==> src/hdl/ftxl_pkg.sv <==
package ftxl_pkg;

   localparam int unsigned WORD_W = 31;
   localparam int unsigned LAG_W = 14;
   localparam int unsigned LAG_SEL_W = 2;
   localparam int unsigned PROD_W = 46;
   localparam int unsigned DIV_CNT_W = 5;

   // request codes
   localparam logic REQ_RESEED = 1'b0;
   localparam logic REQ_DRAW = 1'b1;

   // Lehmer step over the Mersenne prime 2^31-1
   localparam logic [14:0] LEHMER_MULT = 15'd16807;
   localparam logic [WORD_W-1:0] LEHMER_MOD = 31'h7FFF_FFFF;

   // the four feedback lags
   localparam logic [LAG_W-1:0] LAG_A = 14'd471;
   localparam logic [LAG_W-1:0] LAG_B = 14'd1586;
   localparam logic [LAG_W-1:0] LAG_C = 14'd6988;
   localparam logic [LAG_W-1:0] LAG_D = 14'd9689;
   localparam logic [LAG_SEL_W-1:0] LAG_SEL_LAST = 2'd3;
   localparam logic [DIV_CNT_W-1:0] DIV_LAST_STEP = 5'd30;

   typedef enum logic [2:0] {
      ST_IDLE,
      ST_FILL_MUL,
      ST_FILL_RED,
      ST_READ,
      ST_WRITE,
      ST_DIV
   } state_type;

   typedef struct packed {
      logic busy;
      logic done;
   } div_status_type;

   function automatic logic [LAG_W-1:0] lag_of(input logic [LAG_SEL_W-1:0] sel);
      logic [LAG_W-1:0] lag;
      unique case (sel)
         2'd0: lag = LAG_A;
         2'd1: lag = LAG_B;
         2'd2: lag = LAG_C;
         default: lag = LAG_D;
      endcase
      return lag;
   endfunction

endpackage

==> src/hdl/ftxl_modulo.sv <==
module ftxl_modulo (
   input  logic                           clock,
   input  logic                           reset,
   input  logic                           start,
   input  logic [ftxl_pkg::WORD_W-1:0]    dividend,
   input  logic [ftxl_pkg::WORD_W-1:0]    divisor,
   output ftxl_pkg::div_status_type       status,
   output logic [ftxl_pkg::WORD_W-1:0]    remainder
);

   logic                             busy_ff;
   logic                             done_ff;
   logic [ftxl_pkg::DIV_CNT_W-1:0]   cnt_ff;
   logic [ftxl_pkg::WORD_W-1:0]      dvd_ff;
   logic [ftxl_pkg::WORD_W-1:0]      n_ff;
   logic [ftxl_pkg::WORD_W-1:0]      rem_ff;
   logic [ftxl_pkg::WORD_W:0]        trial;
   logic [ftxl_pkg::WORD_W-1:0]      rem_in;

   // restoring step: one quotient bit a cycle
   always_comb begin
      trial = {rem_ff, dvd_ff[ftxl_pkg::WORD_W-1]};
      if (trial >= {1'b0, n_ff}) begin
         rem_in = ftxl_pkg::WORD_W'(trial - {1'b0, n_ff});
      end else begin
         rem_in = trial[ftxl_pkg::WORD_W-1:0];
      end
   end

   always_ff @(posedge clock) begin
      if (reset) begin
         busy_ff <= 1'b0;
         done_ff <= 1'b0;
         cnt_ff  <= '0;
      end else if (start) begin
         busy_ff <= 1'b1;
         done_ff <= 1'b0;
         cnt_ff  <= '0;
      end else if (busy_ff) begin
         cnt_ff <= cnt_ff + 1'b1;
         if (cnt_ff == ftxl_pkg::DIV_LAST_STEP) begin
            busy_ff <= 1'b0;
            done_ff <= 1'b1;
         end
      end
   end

   always_ff @(posedge clock) begin
      if (start) begin
         dvd_ff <= dividend;
         n_ff   <= divisor;
         rem_ff <= '0;
      end else if (busy_ff) begin
         dvd_ff <= {dvd_ff[ftxl_pkg::WORD_W-2:0], 1'b0};
         rem_ff <= rem_in;
      end
   end

   assign status.busy = busy_ff;
   assign status.done = done_ff;
   assign remainder   = rem_ff;

endmodule

==> config.mk <==
export PLATFORM = sky130hd
export DESIGN_NAME = ftxl_modulo
export DESIGN_NICKNAME = d
export VERILOG_FILES = /design/src/hdl/ftxl_pkg.sv /design/src/hdl/ftxl_modulo.sv
export SDC_FILE = /design/constraint.sdc
export NUM_CORES = 1
export LEC_CHECK = 0
export ABC_CLOCK_PERIOD_IN_PS = 4150
export BUFFER_PORTS_ARGS = -buffer_cell sky130_fd_sc_hd__buf_4
export CAP_MARGIN = 20
export CORE_UTILIZATION = 40
export CTS_CLUSTER_SIZE = 28
export DETAILED_ROUTE_END_ITERATION = 8
export PLACE_DENSITY_LB_ADDON = 0.15
export SLEW_MARGIN = 10
export SYNTH_ARGS = -nofsm -noshare
export SYNTH_HDL_FRONTEND = slang
export SYNTH_SLANG_ARGS = --single-unit
export TNS_END_PERCENT = 100
==> constraint.sdc <==
create_clock -name clock -period 4.15 [get_ports clock]
set_input_delay 0 -clock clock [delete_from_list [all_inputs] [get_ports clock]]
set_output_delay 0 -clock clock [all_outputs]
set_load 0.005 [all_outputs]
## Word-level counts from Yosys, hierarchy flattened

Index checks and enable logic that the tools add are counted.

- $lt $le $gt $ge: 1
- Reduce and logical (&&, ||, !) cells: 3
- Muxes and demuxes: 6
- $add $sub $neg: 2
- Equal/unequal tests: 1

Operators by type and width:

| operator | number |
|---|---|
| $mux 31 | 3 |
| $ge 32x31->1 | 1 |
| $sub 31x31->31 | 1 |
| $add 5x1->5 const B | 1 |
| $eq 5x5->1 const B | 1 |
| $mux 1 | 3 |
| $reduce_and 2->1 | 1 |
| $reduce_bool 2->1 | 1 |
| $reduce_or 2->1 | 1 |

- Flip-flop bits (word level): 100
- Word-level logic and storage cells: 19

## Longest topological paths before layout

- Word-level depth: 4
- Depth in mapped cells: 14
- Mapped depth without buffers: 12

## Least setup slack after synthesis

Ideal clock, no wire load.

- Path kind: flip-flop to flip-flop
- From: register rem_ff (netlist bit remainder[8])
- To: register rem_ff (netlist bit remainder[30])
- Stages on the path, launching flop included: 13
- Period minus slack after synthesis: 2.932 ns
- Slack: 1.218 ns
- Required time: 4.010 ns
- Arrival time: 2.792 ns
- Library setup time: 0.140 ns
- Cell sequence: dfxtp_1 ha_1 buf_6 a2111o_1 a31oi_1 nor3_1 or4_4 a211oi_4 nor2_2 buf_6 o311a_1 a31oi_1 a211oi_1

- Longest elaborated chain between the ends: 2
- Elaborated cells on any way between the ends: 3
- Those cells by class: 1 x add/sub; 1 x order compare; 1 x mux

RTL lines:

| item | RTL line | text |
|---|---|---|
| from (decl) | ftxl_modulo.sv:16 | `logic [ftxl_pkg::WORD_W-1:0] rem_ff;` |
| from (signal assigned) | ftxl_modulo.sv:55 | `rem_ff <= rem_in;` |
| $sub 31x31->31 / $ge 32x31->1 (equally long branches) | ftxl_modulo.sv:24, ftxl_modulo.sv:23 |  |
| $mux 31 (*) | ftxl_modulo.sv:23 | `if (trial >= {1'b0, n_ff}) begin` |

Mark *: on every way between the ends. The rest lies on a longest branch, timed or not.
A chain may end at the register's enable or synchronous reset.

## Worst setup path in the final report

- From: register n_ff[12] in the netlist's numbering
- To: register rem_ff (netlist bit remainder[14])

- Longest elaborated chain between the ends: 2
- Elaborated cells on any way between the ends: 3
- Those cells by class: 1 x add/sub; 1 x order compare; 1 x mux

RTL lines:

| item | RTL line | text |
|---|---|---|
| from (decl) | ftxl_modulo.sv:15 | `logic [ftxl_pkg::WORD_W-1:0] n_ff;` |
| from (signal assigned) | ftxl_modulo.sv:51 | `n_ff <= divisor;` |
| $sub 31x31->31 / $ge 32x31->1 (equally long branches) | ftxl_modulo.sv:24, ftxl_modulo.sv:23 |  |
| $mux 31 (*) | ftxl_modulo.sv:23 |  |

Marks and branches as above.

==> PnR_summary.wiki <==
{| class="wikitable"
! Metric !! Value
|-
| Fraction of power consumed by combinational cells || 23.8%
|-
| Max IR drop VDD || 218 uV
|-
| Number of vias after detailed routing || 4,802
|-
| Library cell occupying the most area in the post-synthesis netlist || sky130_fd_sc_hd__edfxtp_1
|-
| Top-level port count || 98
|-
| Cell variety after synth || 58
|-
| Total internal power || 0.00187 W
|-
| Rel. slew slack || between 40% and 50%
|-
| Post-synthesis instance area || 0.00579 mm^2
|-
| Max-cap violations || 0
|-
| Top cells by area, synth || sky130_fd_sc_hd__edfxtp_1 (32%), sky130_fd_sc_hd__dfxtp_1 (13%), sky130_fd_sc_hd__ha_1 (7.1%)
|-
| Total DRC errors in the routed layout || 0
|-
| Fraction of final layout cells sized beyond drive strength 1 || 22.3%
|-
| Setup_tns || 0 ns
|-
| Weighted congestion reported at the end of routability-driven placement || approximately 0.89
|-
| Clock-pin slew of the registers on the worst-case setup and hold paths || 0.07 ns
|-
| Final clock skew || 0.0107 ns
|-
| Delay of the slowest cell on the worst path || 0.62 ns
|-
| Hold WC Path Type || in -> reg
|-
| Number of hold-repair buffers added at the cts stage || 63
|-
| Cell Pwr Density || 353 mW/mm^2
|-
| Number of antenna cells inserted || 0
|-
| Initial antenna violation count || 0
|-
| Crit path DAT || 3.63 ns
|-
| CTS Sinks || 100
|-
| Category of the worst setup path launch point || register
|-
| Wire length of the first global-routing pass || 22.4 mm
|-
| Number of H-tree levels || 3
|-
| Max Buffers Root-to-Sink || 2
|-
| Drt initial violations || 264
|-
| DP HPWL || 9.71 mm
|-
| DR WL/cell || about 16 um
|-
| Worst path slowest cell || sky130_fd_sc_hd__nor2_4
|-
| P&R area growth vs syn || 30.4%
|-
| Pin slew with the least headroom to its limit || about 0.85 ns
|-
| Maximum number of pins on one net before global-route repair || 47
|-
| Final min period || roughly 3.4 ns
|-
| DIE WIDTH || 122 um
|-
| Worst path bufs/invs || 2
|-
| Syn Area/Cell || around 10 um^2
|-
| Starting density of the core || ~41%
|-
| Ratio of routed vias to standard cells || around 5.3
|-
| Placement row count || 43
|-
| Power spent charging and discharging nets || 0.000787 W
|-
| Crit path max fanout || 29
|-
| Residual overflow from global routing || 0
|-
| Leakage Power || 3.20 nW
|-
| Final Max Tran Viols || 0
|-
| Primary FF master, synth || sky130_fd_sc_hd__edfxtp_1
|-
| CTS tree || built
|-
| Clk_lat worst skew || about 0.36 ns
|-
| Area of all placed cells without fillers || 0.00755 mm^2
|-
| Kind of cell adding the most delay to the critical path || simple AND/OR/NAND/NOR gates
|-
| Worst path cell trace || inv_1 > ha_1 > nand4_1 > or3_1 > a31oi_1 > or4_4 > a211oi_4 > nor2_4 > buf_4 > mux2i_1 > a211oi_1
|-
| Status || completed
|-
| RSZ-0062 raised after global routing || no
|-
| Number of warning messages in the yosys log || 0
|-
| WL final || 14.1 mm
|-
| GR Util All Layers || 19.3%
|-
| Hold Violations, Final || 0
|-
| Sequential group share of total power || 44.7%
|-
| Overall die area || 0.0150 mm^2
|-
| Fraction of power consumed by the clock network || 31.5%
|-
| Post-synthesis cell count || 575
|-
| Fin nets || 821
|-
| Share of total power consumed by net switching || ~30%
|-
| Buffer count from post-CTS setup fixing || 0
|-
| Fraction of post-synthesis cell area in the top cell type by area || between 30% and 40%
|-
| Core area || 0.0140 mm^2
|-
| Seq/Total Area, Yosys || 45.3%
|-
| Number of global-route vias before repair || 4,581
|-
| Number of enable-type register cells in the synthesized netlist || just over 60
|-
| Required @ worst endpoint || 4.36 ns
|-
| Net count after synthesis || slightly below 700
|-
| Achievable clock frequency || approximately 300 MHz
|-
| Number of CTS-inserted buffers || 9
|-
| Proportion of register bits with asynchronous set or reset after synthesis || 0%
|-
| Type of the worst setup path || reg -> reg
|-
| Router iterations before antenna repair || 5
|-
| Antenna viol nets, final || 0
|-
| Overall die height || between 100 and 150 um
|-
| Post-cts repair resize count || 0
|-
| Root buffer selected by CTS || sky130_fd_sc_hd__clkbuf_16
|-
| Quantity of I/O buffers inserted on ports || 97
|-
| FF+latch count, synth || 100
|-
| # fillers || 1,260
|-
| Final setup violation count || 0
|-
| Period utilization || between 80 and 90%
|-
| Area after DPL || 0.00663 mm^2
|-
| Critical Path End Type || register
|}
==> worst reg2reg max path, delay by kind of cell, from the launching register on <==
kind,cells,cell delay (ns)
buffers and inverters,2,0.42
flip-flops,1,0.33
multiplexers,1,0.22
AND/OR/NAND/NOR,4,1.49
adder cells (fa/ha/maj),1,0.44
AO/OA/AOI/OAI,3,0.37
==> metrics by stage <==
step / power [W] / setup slack (ns) / util, % / hold slack [ns] / cells
detailed placement: 0.00179 / 0.745 / 47.4 / 0.169 / 828
finish: 0.00266 / 0.734 / 54.0 / 0.166 / 907
floorplan: 0.00161 / 1.22 / - / 0.0724 / 575
global route: 0.00279 / 0.471 / 54.0 / 0.184 / 907
global placement: 0.00178 / 0.781 / 47.4 / 0.165 / 828
CTS: 0.00269 / 0.729 / 54.0 / 0.161 / 907
==> layout by cell type, fill, tap and decap left out, types with 15 or more instances in the layout <==
master                            n
sky130_fd_sc_hd__a211oi_1        15
sky130_fd_sc_hd__a21o_1          17
sky130_fd_sc_hd__a21oi_1         27
sky130_fd_sc_hd__buf_4          102
sky130_fd_sc_hd__dfxtp_1         38
sky130_fd_sc_hd__dlygate4sd3_1   63
sky130_fd_sc_hd__edfxtp_1        62
sky130_fd_sc_hd__ha_1            33
sky130_fd_sc_hd__inv_1           41
sky130_fd_sc_hd__mux2_2          31
sky130_fd_sc_hd__nand2_1         45
sky130_fd_sc_hd__nor2_1          43
sky130_fd_sc_hd__o21ai_0         26
sky130_fd_sc_hd__o21ai_1         22
==> state kept, by name, summed over array words and instances, names as in the netlist <==
name,flops
n_ff,31
busy_ff,1
remainder,31
cnt_ff,5
done_ff,1
dvd_ff,31
==> power groups by stage <==
stage,Clock [W],Combinational [W],Sequential (W)
after floorplan,0,0.000409,0.00120
after global placement,0,0.000574,0.00121
after detailed placement,0,0.000579,0.00121
after CTS,0.000867,0.000630,0.00119
after global routing,0.000894,0.000698,0.00120
final,0.000839,0.000633,0.00119
==> cells by family (layout without fill, tap and decap cells) <==
group,count (synthesis),count (layout),synth area share (%)
AO/OA/AOI/OAI,162,162,19.0
AND/OR/NAND/NOR,146,146,11.9
flip-flops,100,100,45.3
buffers and inverters,70,222,5.34
multiplexers,37,37,7.07
adder cells (fa/ha/maj),34,34,7.48
XOR/XNOR,26,26,3.93
==> area by class of cell <==
cell class	count	area, um^2	share of cell area [%]
timing repair buffer	165	1400	18.5
sequential	100	2620	34.7
multi-input combinational	405	2860	37.9
clock buffer	9	225	2.98
tap	180	225	2.98
inverter	41	154	2.04
clock inverter	7	65.1	0.862
==> final timing paths <==
kind / from / to / slack, ns / depth (start not counted)
worst max register to register: n_ff[12] / remainder[14] / 0.73 / 11
worst min register to register: done_ff / done_ff / 0.48 / 2
worst max-delay path: n_ff[12] / remainder[14] / 0.73 / 11
worst min-delay path: start / n_ff[8] / 0.17 / 1
==> synthesized netlist by cell type, types with 2 or more instances <==
library cell,count
sky130_fd_sc_hd__a2111o_1,3
sky130_fd_sc_hd__a211oi_1,15
sky130_fd_sc_hd__a211oi_2,4
sky130_fd_sc_hd__a21boi_0,2
sky130_fd_sc_hd__a21o_1,17
sky130_fd_sc_hd__a21oi_1,27
sky130_fd_sc_hd__a221o_1,2
sky130_fd_sc_hd__a2bb2oi_1,3
sky130_fd_sc_hd__a311oi_1,5
sky130_fd_sc_hd__a31oi_1,12
sky130_fd_sc_hd__and2_1,4
sky130_fd_sc_hd__and3_1,8
sky130_fd_sc_hd__buf_4,2
sky130_fd_sc_hd__buf_6,5
sky130_fd_sc_hd__clkbuf_1,21
sky130_fd_sc_hd__dfxtp_1,38
sky130_fd_sc_hd__edfxtp_1,62
sky130_fd_sc_hd__ha_1,33
sky130_fd_sc_hd__inv_1,41
sky130_fd_sc_hd__mux2_2,31
sky130_fd_sc_hd__mux2i_1,6
sky130_fd_sc_hd__nand2_1,45
sky130_fd_sc_hd__nand2b_1,5
sky130_fd_sc_hd__nand3_1,13
sky130_fd_sc_hd__nand4_1,7
sky130_fd_sc_hd__nor2_1,43
sky130_fd_sc_hd__nor2b_1,5
sky130_fd_sc_hd__nor3_1,3
sky130_fd_sc_hd__o2111ai_1,4
sky130_fd_sc_hd__o211ai_1,4
sky130_fd_sc_hd__o21ai_0,26
sky130_fd_sc_hd__o21ai_1,22
sky130_fd_sc_hd__o31ai_1,3
sky130_fd_sc_hd__or2_2,3
sky130_fd_sc_hd__or3_1,4
sky130_fd_sc_hd__xnor2_1,13
sky130_fd_sc_hd__xor2_1,13
==> metal layers <==
layer / vias up / share of wire (%) / GRT usage, %
li1: 2403 / - / -
met1: 2248 / 46 / 24.8
met2: 129 / 47 / 31.5
met3: 22 / 5.0 / 4.51
met4: 0 / 1.9 / 7.32
met5: - / 0 / 0
No activity file was read; power rests on OpenSTA's default activity.
