File: src/hdl/ftxl_pkg.sv
package ftxl_pkg;

   localparam int unsigned WORD_W = 31;
   localparam int unsigned LAG_W = 14;
   localparam int unsigned LAG_SEL_W = 2;
   localparam int unsigned PROD_W = 46;
   localparam int unsigned DIV_CNT_W = 5;

   // request codes
   localparam logic REQ_RESEED = 1'b0;
   localparam logic REQ_DRAW = 1'b1;

   // Lehmer step over the Mersenne prime 2^31-1
   localparam logic [14:0] LEHMER_MULT = 15'd16807;
   localparam logic [WORD_W-1:0] LEHMER_MOD = 31'h7FFF_FFFF;

   // the four feedback lags
   localparam logic [LAG_W-1:0] LAG_A = 14'd471;
   localparam logic [LAG_W-1:0] LAG_B = 14'd1586;
   localparam logic [LAG_W-1:0] LAG_C = 14'd6988;
   localparam logic [LAG_W-1:0] LAG_D = 14'd9689;
   localparam logic [LAG_SEL_W-1:0] LAG_SEL_LAST = 2'd3;
   localparam logic [DIV_CNT_W-1:0] DIV_LAST_STEP = 5'd30;

   typedef enum logic [2:0] {
      ST_IDLE,
      ST_FILL_MUL,
      ST_FILL_RED,
      ST_READ,
      ST_WRITE,
      ST_DIV
   } state_type;

   typedef struct packed {
      logic busy;
      logic done;
   } div_status_type;

   function automatic logic [LAG_W-1:0] lag_of(input logic [LAG_SEL_W-1:0] sel);
      logic [LAG_W-1:0] lag;
      unique case (sel)
         2'd0: lag = LAG_A;
         2'd1: lag = LAG_B;
         2'd2: lag = LAG_C;
         default: lag = LAG_D;
      endcase
      return lag;
   endfunction

endpackage

File: src/hdl/ftxl_lehmer.sv
module ftxl_lehmer (
   input  logic                         clock,
   input  logic [ftxl_pkg::WORD_W-1:0]  x,
   output logic [ftxl_pkg::WORD_W-1:0]  x_next
);

   logic [ftxl_pkg::PROD_W-1:0] prod_ff;
   logic [ftxl_pkg::WORD_W:0]   fold;

   // registered product, then a combinational Mersenne fold
   always_ff @(posedge clock) begin
      prod_ff <= ftxl_pkg::PROD_W'(ftxl_pkg::LEHMER_MULT) * ftxl_pkg::PROD_W'(x);
   end

   always_comb begin
      fold = {1'b0, prod_ff[ftxl_pkg::WORD_W-1:0]}
           + (ftxl_pkg::WORD_W+1)'(prod_ff[ftxl_pkg::PROD_W-1:ftxl_pkg::WORD_W]);
      if (fold >= {1'b0, ftxl_pkg::LEHMER_MOD}) begin
         x_next = ftxl_pkg::WORD_W'(fold - {1'b0, ftxl_pkg::LEHMER_MOD});
      end else begin
         x_next = fold[ftxl_pkg::WORD_W-1:0];
      end
   end

endmodule

File: config.mk
export PLATFORM = sky130hd
export DESIGN_NAME = ftxl_lehmer
export DESIGN_NICKNAME = d
export VERILOG_FILES = /design/src/hdl/ftxl_pkg.sv /design/src/hdl/ftxl_lehmer.sv
export SDC_FILE = /design/constraint.sdc
export NUM_CORES = 1
export LEC_CHECK = 0
export ABC_AREA = 1
export BUFFER_PORTS_ARGS = -buffer_cell sky130_fd_sc_hd__buf_2
export CAP_MARGIN = 20
export CORE_MARGIN = 2
export CORE_UTILIZATION = 54
export DETAILED_ROUTE_END_ITERATION = 8
export GPL_TIMING_DRIVEN = 0
export PLACE_DENSITY = 0.82
export SLEW_MARGIN = 20
export SYNTH_ARGS = -nofsm -noshare
export SYNTH_HDL_FRONTEND = slang
export SYNTH_SLANG_ARGS = --single-unit
File: constraint.sdc
create_clock -name clock -period 6.06 [get_ports clock]
set_input_delay 1.212 -clock clock [delete_from_list [all_inputs] [get_ports clock]]
set_output_delay 1.212 -clock clock [all_outputs]
set_load 0.02 [all_outputs]
After elaboration in Yosys (flattened, before gate mapping)
Index checks and enable logic that the tools add are counted.

storage, ports and cells
  flip-flop bits (word level) = 46
  input port bits = 32
  output and inout port bits = 31
  word-level logic and storage cells = 6

cells by class
  add/sub/neg operators = 2
  $mul = 1
  order comparisons = 1
  mux-type cells = 1

operator list
  kind                                                                                   count
  15-bit by 31-bit multiplier with 46-bit output, first input constant                   1
  31-bit by 15-bit adder with 32-bit output                                              1
  32-bit by 31-bit greater-or-equal comparator with 1-bit output, second input constant  1
  31-bit two-way mux                                                                     1
  31-bit subtractor, second input constant                                               1

Logic depth before layout (Yosys ltp)
Gate-level depths: netlist of run 1.

  word-level depth = 3
  mapped depth = 24
  gate-level depth less buffers = 24

Worst setup path after synthesis of run 1
Ideal clock, no wire load.

  kind = input to register
  from = in x[8] in the netlist's numbering
  to = reg prod_ff[33] in the netlist's numbering
  library setup time = 120 ps
  arrival time = 5702 ps
  required time = 5940 ps
  path slack = 238 ps
  stages on the path = 21
  buffers on the path = 0
  cell sequence = inv_1 -> fa_1 -> inv_1 -> ha_1 -> inv_1 -> fa_1 -> inv_1 -> ha_1 -> fa_1 -> inv_1 -> fa_1 -> inv_1 -> ha_1 -> nand2_1 -> nor2_1 -> inv_1 -> o21ai_0 -> a21oi_1 -> o21ai_0 -> a21oi_1 -> xnor2_1

between the ends
  longest elaborated chain between the ends = 1

ends and longest elaborated chain
  item                                            line               RTL
  from (decl)                                     ftxl_lehmer.sv:3   input logic [ftxl_pkg::WORD_W-1:0] x,
  15-bit by 31-bit multiplier with 46-bit output  ftxl_lehmer.sv:12  prod_ff <= ftxl_pkg::PROD_W'(ftxl_pkg::LEHMER_MULT) * ftxl_pkg::PROD_W'(x);
  to (signal assigned)                            ftxl_lehmer.sv:12
  to (decl)                                       ftxl_lehmer.sv:7   logic [ftxl_pkg::PROD_W-1:0] prod_ff;

Every way passes these cells.

Worst setup path after layout of run 1
  from = in x[22] in the netlist's numbering
  to = reg prod_ff[43] in the netlist's numbering

Same word-level chain as after synthesis.

==> results of run 1 <==
==> per-layer routing <==
metal  track usage (%)  share of wire (%)  up-vias
li1                  -                  -     5288
met1              32.6                 44     4934
met2              45.6                 49      297
met3              1.79                3.7       61
met4              8.02                3.2        0
met5                 0                  0        -
==> logic make-up after synthesis <==
kind of cell / after synthesis
DFF: 46
adders and majority gates: 337
AOI/OAI and AO/OA: 135
buffers and inverters: 479
and+or+nand+nor: 635
xor gates and xnor gates: 54
==> worst min-delay path by stage <==
stage,endpoint,depth (start not counted),slack [ps],startpoint
global route,prod_ff[0],1,1170,x[0]
global placement,prod_ff[0],1,1470,x[0]
finish,prod_ff[0],1,1170,x[0]
CTS,prod_ff[0],1,1170,x[0]
detailed placement,prod_ff[0],1,1470,x[0]
floorplan,prod_ff[0],0,1240,x[0]
==> cells in the mapped netlist (16+ instances only) <==
cell | n | area (um^2)
inv_1 | 453 | 1700
o21ai_0 | 37 | 185
dfxtp_1 | 46 | 921
ha_1 | 203 | 2540
nand4_1 | 20 | 125
nand3_1 | 91 | 455
inv_2 | 16 | 60.1
a21oi_1 | 58 | 290
fa_1 | 134 | 2680
nor2_1 | 113 | 424
xor2_1 | 40 | 350
nand2_1 | 359 | 1350
==> metrics by stage <==
stage	hold slack, ps	setup WS (ps)	util, %	instances	cell area [um^2]
detailed placement	1470	-695	57.7	2028	12600
CTS	1170	0.127	59.1	2036	12900
global placement	1470	-619	57.7	2028	12600
finish	1170	116	61.2	2040	13300
global route	1170	-75.1	61.2	2040	13300
floorplan	1240	238	-	1686	11900
==> area by class of cell <==
type	count	area (um^2)	share of cell area, %
tap	280	350	2.63
multi-input combinational	1161	9650	72.5
inverter	472	1770	13.3
clock inverter	3	43.8	0.329
sequential	46	921	6.92
buffer	7	43.8	0.329
timing repair buffer	66	397	2.98
clock buffer	5	125	0.940
==> repair_timing <==
| action | 4_1_cts | 5_1_grt |
|---|---|---|
| endpoints found under the setup margin | 17 | 23 |
| pin swaps | 5 | 28 |
| gates resized for setup | 37 | 124 |
| hold endpoints to repair | 0 | 0 |
| setup buffers | 0 | 4 |
==> impl_metrics.csv, run 1 <==
group,metric,value,unit
run_status,status,"finished, final reports clean",
critical_path,cp-end-kind,"flip-flop",
critical_path,path_cells,"clkbuf_4 -> inv_2 -> fa_1 -> inv_1 -> ha_1 -> inv_1 -> fa_1 -> inv_1 -> fa_1 -> fa_1 -> inv_1 -> fa_1 -> inv_1 -> ha_4 -> nand2_1 -> nor2_1 -> inv_1 -> nor2_1 -> nand4_1 -> nand2_2 -> nand2_1 -> o2111ai_1 -> xor2_1",
cts,hold_buffers,0,
critical_path,startpoint_type,"input pin",
cts,path_clk_slew,60,ps
route,avgRoutedWirePerCell,14.5,um
synthesis,synth_warnings,0,
sta,fin_crit_sh,98.1,%
critical_path,cp_slowest_cell,"fa_1",
sta,worst-slew-pin-transition,494,ps
synthesis,synth-simple-area-share,22.6,%
global_routing,grt_start_max_net_pins,16,
critical_path,critPathLaunch,"x[22]",
placed_design,place_hpwl,25800,um
critical_path,path_class,"input pin to flip-flop",
floorplanning,die-height,152,um
route,via_per_inst,5.19,
synthesis,synth-edff-count,0,
synthesis,netlist_area,11900,um^2
synthesis,synth_fa_ha_area_share,43.9,%
floorplanning,fp.coreArea,21800,um^2
sta,fmax,168,MHz
sta,maxSlewHeadroom,66.9,%
synthesis,ys_seq_area_share,7.74,%
layout,fill_cells,1931,
layout,drive_gt1_share,13.0,%
layout,top_register,"prod_ff",
sta,finalSetupTns,0,ps
cts,root_buffer,"clkbuf_16",
sta,rsz0062_at_grt,"yes",
floorplanning,rows,54,
synthesis,synth_cell_types,42,
sta,hold_violations,0,
synthesis,synth_top_family_by_area,"adder cells",
critical_path,worstPathMaxFanout,5,
floorplanning,initial_core_util,54.7,%
critical_path,max_stage_delay,560,ps
critical_path,cp.depth,23,
synthesis,ys.flop_type,"dfxtp_1",
placed_design,gp_congestion,0.969,
global_routing,grt_use_total,25.4,%
synthesis,synthArstFlopShare,0,%
route,drtAntennaViolNets,0,
route,first_pass_iters,5,
layout,area_growth,11.8,%
cts,htreeDepth,2,
critical_path,crit_end,"prod_ff[43]",
synthesis,syn_avg_cell_area,7.06,um^2
global_routing,first_global_vias,10600,
layout,n_antenna_cell,0,
synthesis,synth_compound_area_share,6.59,%
layout,top_regs,"prod_ff x46",
critical_path,cp.arrival,6120,ps
placed_design,place.port_buffers,62,
sta,drv_slew,0,
critical_path,cp_num_buf_inv,8,
layout,layout_commonest_cell,"inv_1",
critical_path,worstPathRequired,6240,ps
synthesis,ys_ff_latch,46,
sta,period_needed,5940,ps
cts,cts_inserted_buffers,5,
layout,nets,2128,
route,num_vias,10600,
hold_path,hp-class,"input pin to flip-flop",
cts,cts_sinks,46,
route,totalWireLength,29600,um
floorplanning,dieArea,23200,um^2
cts,ctsLongestPathBuffers,2,
global_routing,antenna_found_initial,0,
route,drc,0,
layout,final_cell_mix,"inv_1 (431), nand2_1 (350), ha_1 (183)",
route,first_iter_violations,597,
sta,finalSetupViolCount,0,
layout,largest_register_ffs,46,
job,maxCapViolations,0,
global_routing,overflow,0,
synthesis,synth_cells,1686,
synthesis,muxShareOfSynthArea,0,%
global_routing,grt_pass1_wl,48900,um
synthesis,yosys.area_share.xor_xnor,3.97,%
critical_path,cp_top_family,"adder cells",
synthesis,synth_nets,2055,
critical_path,path_common_cell,"inv_1",
floorplanning,pin_count,63,
floorplanning,die_x,152,um
cts,cts_tree,"done",
Power of run 1 is not shown: default switching activity piles up to over one toggle a cycle in this logic, so the estimate is an artifact.
==> run 2: changes to the inputs <==
--- a/config.mk
+++ b/config.mk
@@ -10,8 +10,10 @@
 export CAP_MARGIN = 20
 export CORE_MARGIN = 2
 export CORE_UTILIZATION = 54
+export CTS_BUF_LIST = sky130_fd_sc_hd__clkbuf_2
 export DETAILED_ROUTE_END_ITERATION = 8
 export GPL_TIMING_DRIVEN = 0
+export MAX_ROUTING_LAYER = met4
 export PLACE_DENSITY = 0.82
 export SLEW_MARGIN = 20
 export SYNTH_ARGS = -nofsm -noshare
==> impl_metrics.csv, run 2 (synthesis results as in run 1) <==
group,metric,value,unit
layout,final_cell_mix,"inv_1 (442), nand2_1 (356), ha_1 (193)",
layout,multiInputGateArea,9380,um^2
sta,maxSlewHeadroom,65.4,%
global_routing,grt_use_total,26.0,%
floorplanning,rows,54,
floorplanning,initial_core_util,54.7,%
layout,area_growth,7.88,%
sta,worst-slew-pin-transition,518,ps
critical_path,path_class,"input pin to flip-flop",
cts,hold_buffers,0,
sta,finalSetupViolCount,0,
layout,nets,2125,
route,drtAntennaViolNets,0,
cts,htreeDepth,2,
run_status,status,"finished, final reports clean",
cts,path_clk_slew,230,ps
floorplanning,pin_count,63,
critical_path,startpoint_type,"input pin",
sta,finalSetupTns,0,ps
layout,top_register,"prod_ff",
floorplanning,fp.coreArea,21800,um^2
floorplanning,die-height,152,um
layout,largest_register_ffs,46,
critical_path,cp-end-kind,"flip-flop",
layout,top_regs,"prod_ff x46",
sta,hold_violations,0,
cts,cts_inserted_buffers,5,
layout,fill_cells,2019,
sta,fin_crit_sh,97.3,%
route,avgRoutedWirePerCell,14.1,um
placed_design,gp_congestion,0.978,
cts,root_buffer,"clkbuf_2",
cts,cts_sinks,46,
route,totalWireLength,28700,um
hold_path,hp-class,"input pin to flip-flop",
sta,drv_slew,0,
job,maxCapViolations,0,
route,via_per_inst,5.12,
placed_design,place.port_buffers,62,
layout,drive_gt1_share,10.1,%
placed_design,place_hpwl,25900,um
layout,regArea,921,um^2
global_routing,antenna_found_initial,1,
global_routing,grt_pass1_wl,48700,um
global_routing,first_global_vias,10600,
global_routing,grt_start_max_net_pins,17,
layout,layout_commonest_cell,"inv_1",
sta,period_needed,5900,ps
global_routing,overflow,0,
critical_path,cp.arrival,6250,ps
sta,hold_slack,986,ps
route,first_iter_violations,592,
critical_path,worstPathMaxFanout,6,
sta,fmax,170,MHz
route,drc,0,
floorplanning,dieArea,23200,um^2
cts,ctsLongestPathBuffers,2,
critical_path,worstPathRequired,6420,ps
floorplanning,die_x,152,um
cts,cts_tree,"done",
route,first_pass_iters,7,
route,num_vias,10400,
==> run 2: cell types whose count changed in the layout (fill, tap and decap cells not counted), moves of 6 or more <==
cell / before / now
inv_1: 431 / 442
ha_1: 183 / 193
buf_2: 46 / 60
nor2_2: 26 / 16
nor2_1: 98 / 109
nand2_2: 16 / 10
inv_2: 38 / 27
buf_4: 10 / 1
ha_4: 15 / 0
nand2_1: 350 / 356
==> run 2: metal layers <==
| metal | global-route usage, % | up-vias | share of wire (%) |
|---|---|---|---|
| met5 | - | - | 0 |
| met3 | 1.71 | 41 | 3.9 |
| met2 | 45.7 | 266 | 50 |
| met1 | 32.7 | 4857 | 44 |
| li1 | - | 5274 | - |
| met4 | 6.79 | 0 | 1.9 |
==> run 2: timing repair <==
item | 4_1_cts | 5_1_grt
resized for setup | 6 | 67
setup endpoints to repair | 6 | 21
buffers inserted | 0 | 1
pin swaps | 1 | 7
endpoints found under the hold margin | 0 | 0
==> run 2: cell type report <==
cell class	count	share of cell area, %
Antenna cell	1	0.0195
Buffer	7	0.341
Timing Repair Buffer	63	2.55
Clock inverter	3	0.185
Tap cell	280	2.73
Sequential cell	46	7.17
Multi-Input combinational cell	1161	73.0
Inverter	472	13.8
Clock buffer	5	0.195
==> run 2: final timing paths <==
path | startpoint | endpoint | slack (ps) | cells after the start
worst max-delay path | x[13] | prod_ff[34] | 160 | 22
worst min-delay path | x[0] | prod_ff[0] | 990 | 1
==> run 2: metrics by stage <==
step	worst slack, ps	util [%]	area, um^2	std cells
final	163	59.0	12800	2038
after CTS	14.9	58.1	12600	2036
after detailed placement	-692	57.7	12600	2028
after floorplan	238	-	11900	1686
after global routing	-50.8	59.0	12800	2038
after global placement	-616	57.7	12600	2028
==> run 2: critical path, stage by stage <==
cell and delay [ps]:
clkbuf_4 180, inv_1 100, fa_1 550, inv_1 50, ha_1 290, fa_1 510, inv_1 50, fa_1 480
inv_1 60, fa_1 530, inv_1 50, fa_1 540, inv_1 50, ha_2 310, nand2_1 80, nand2_1 80
a31oi_1 250, o21ai_0 140, nand3_1 90, nand3_1 170, a21oi_1 290, xnor2_2 180
Power of run 2 is left out for the same reason.
==> run 3: changes to the inputs <==
--- a/config.mk
+++ b/config.mk
@@ -9,12 +9,12 @@
 export BUFFER_PORTS_ARGS = -buffer_cell sky130_fd_sc_hd__buf_2
 export CAP_MARGIN = 20
 export CORE_MARGIN = 2
-export CORE_UTILIZATION = 54
+export CORE_UTILIZATION = 47
 export CTS_BUF_LIST = sky130_fd_sc_hd__clkbuf_2
 export DETAILED_ROUTE_END_ITERATION = 8
 export GPL_TIMING_DRIVEN = 0
 export MAX_ROUTING_LAYER = met4
-export PLACE_DENSITY = 0.82
+export PLACE_DENSITY = 0.73
 export SLEW_MARGIN = 20
 export SYNTH_ARGS = -nofsm -noshare
 export SYNTH_HDL_FRONTEND = slang
==> impl_metrics.csv, run 3 (synthesis results as in run 1) <==
group,metric,value,unit
critical_path,worstPathRequired,6410,ps
layout,post-route-util,51.9,%
floorplanning,pin_count,63,
layout,final_cells,2089,
critical_path,cp-end-kind,"flip-flop",
critical_path,worstPathMaxFanout,5,
layout,final_cell_mix,"inv_1 (438), nand2_1 (358), ha_1 (194)",
layout,nets,2125,
cts,htreeDepth,2,
critical_path,max_stage_delay,560,ps
placed_design,place_hpwl,26400,um
placed_design,placedCellCount,2078,
sta,finalSetupViolCount,0,
layout,top_register,"prod_ff",
sta,fmax,169,MHz
global_routing,grt_pass1_wl,47900,um
route,totalWireLength,29200,um
route,first_iter_violations,510,
run_status,status,"finished, final reports clean",
job,maxCapViolations,0,
route,avgRoutedWirePerCell,14.0,um
route,top_layer,"met4",
cts,cts_sinks,46,
global_routing,first_global_vias,10200,
layout,regArea,921,um^2
cts,path_clk_slew,220,ps
floorplanning,die-height,163,um
cts,cts_tree,"done",
global_routing,overflow,0,
route,dr_wl_met3,1040,um
critical_path,cp_num_buf_inv,8,
critical_path,path_cells,"clkbuf_4 -> inv_2 -> fa_1 -> inv_1 -> ha_1 -> inv_1 -> fa_1 -> inv_1 -> fa_1 -> fa_1 -> inv_1 -> fa_1 -> inv_1 -> ha_1 -> inv_1 -> o21bai_1 -> a21oi_1 -> a21boi_0 -> o21ai_2 -> a21oi_1 -> xnor2_2",
critical_path,path_common_cell,"inv_1",
layout,top_regs,"prod_ff x46",
cts,hold_buffers,0,
floorplanning,dieArea,26600,um^2
layout,drive_gt1_share,10.0,%
route,drc,0,
global_routing,grt_use_total,23.0,%
critical_path,path_class,"input pin to flip-flop",
floorplanning,rows,58,
global_routing,antenna_found_initial,1,
sta,drv_slew,0,
cts,ctsLongestPathBuffers,2,
route,met2_length,14200,um
placed_design,place.port_buffers,62,
hold_path,hp-class,"input pin to flip-flop",
layout,finalInstanceArea,13000,um^2
route,route.layer.met1.wl,13400,um
sta,hold_slack,1020,ps
route,num_vias,10300,
critical_path,cp.arrival,6280,ps
layout,largest_register_ffs,46,
cts,root_buffer,"clkbuf_2",
route,drtAntennaViolNets,0,
route,via_per_inst,4.95,
sta,maxSlewHeadroom,63.8,%
layout,area_growth,9.22,%
floorplanning,die_x,163,um
sta,fin_crit_sh,97.9,%
layout,layout_commonest_cell,"inv_1",
sta,worst-slew-pin-transition,540,ps
critical_path,startpoint_type,"input pin",
sta,period_needed,5930,ps
placed_design,place_area,12600,um^2
critical_path,cp_slowest_cell,"fa_1",
layout,multiInputGateArea,9400,um^2
floorplanning,fp.coreArea,25000,um^2
route,first_pass_iters,5,
critical_path,cp_top_family,"adder cells",
placed_design,gp_congestion,0.967,
sta,hold_violations,0,
layout,fill_cells,2479,
global_routing,grt_start_max_net_pins,16,
floorplanning,initial_core_util,47.5,%
cts,cts_inserted_buffers,5,
-- run 3: changes by cell type in the layout (fill, tap and decap cells not counted), moves of 3 or more --
| cell | delta |
|---|---|
| clkbuf_4 | +7 |
| a21oi_1 | +10 |
| buf_2 | -8 |
| ha_4 | +4 |
| inv_2 | +4 |
| inv_1 | -4 |
| ha_2 | -5 |
| nor2_2 | +5 |
| a21boi_0 | -3 |
| a21oi_2 | -10 |
| nor2_1 | -6 |
-- run 3: stage by stage --
step / setup slack, ps / TNS (ps)
3_5_place_dp: -680 / -9720
2_1_floorplan: 238 / 0
3_3_place_gp: -651 / -8710
5_1_grt: -24.5 / -32.4
4_1_cts: 5.09 / 0
6_report: 129 / 0
-- run 3: final cells by class --
class,count,area share (%)
antenna,2,0.0385
buffer,7,0.337
clock buffer,5,0.192
clock inverter,3,0.529
inverter,472,13.6
multi-input combinational,1161,72.3
sequential,46,7.08
tap,330,3.18
timing repair buffer,63,2.68
-- run 3: per-layer routing --
metal	track usage, %	up-vias
met2	40.0	238
li1	-	5272
met1	29.5	4781
met4	6.28	0
met5	-	-
met3	0.940	48
-- run 3: path summary, 6_finish.rpt --
check	depth (start not counted)	slack [ps]	to	startpoint
setup / recovery	21	130	prod_ff[33]	x[20]
hold / removal	1	1020	prod_ff[0]	x[0]
-- run 3: timing repair --
item	CTS	global route
setup endpoints to repair	7	23
resized for setup	8	81
pin swaps	1	11
setup buffers	0	1
cloned	0	0
Power of run 3 is left out for the same reason.
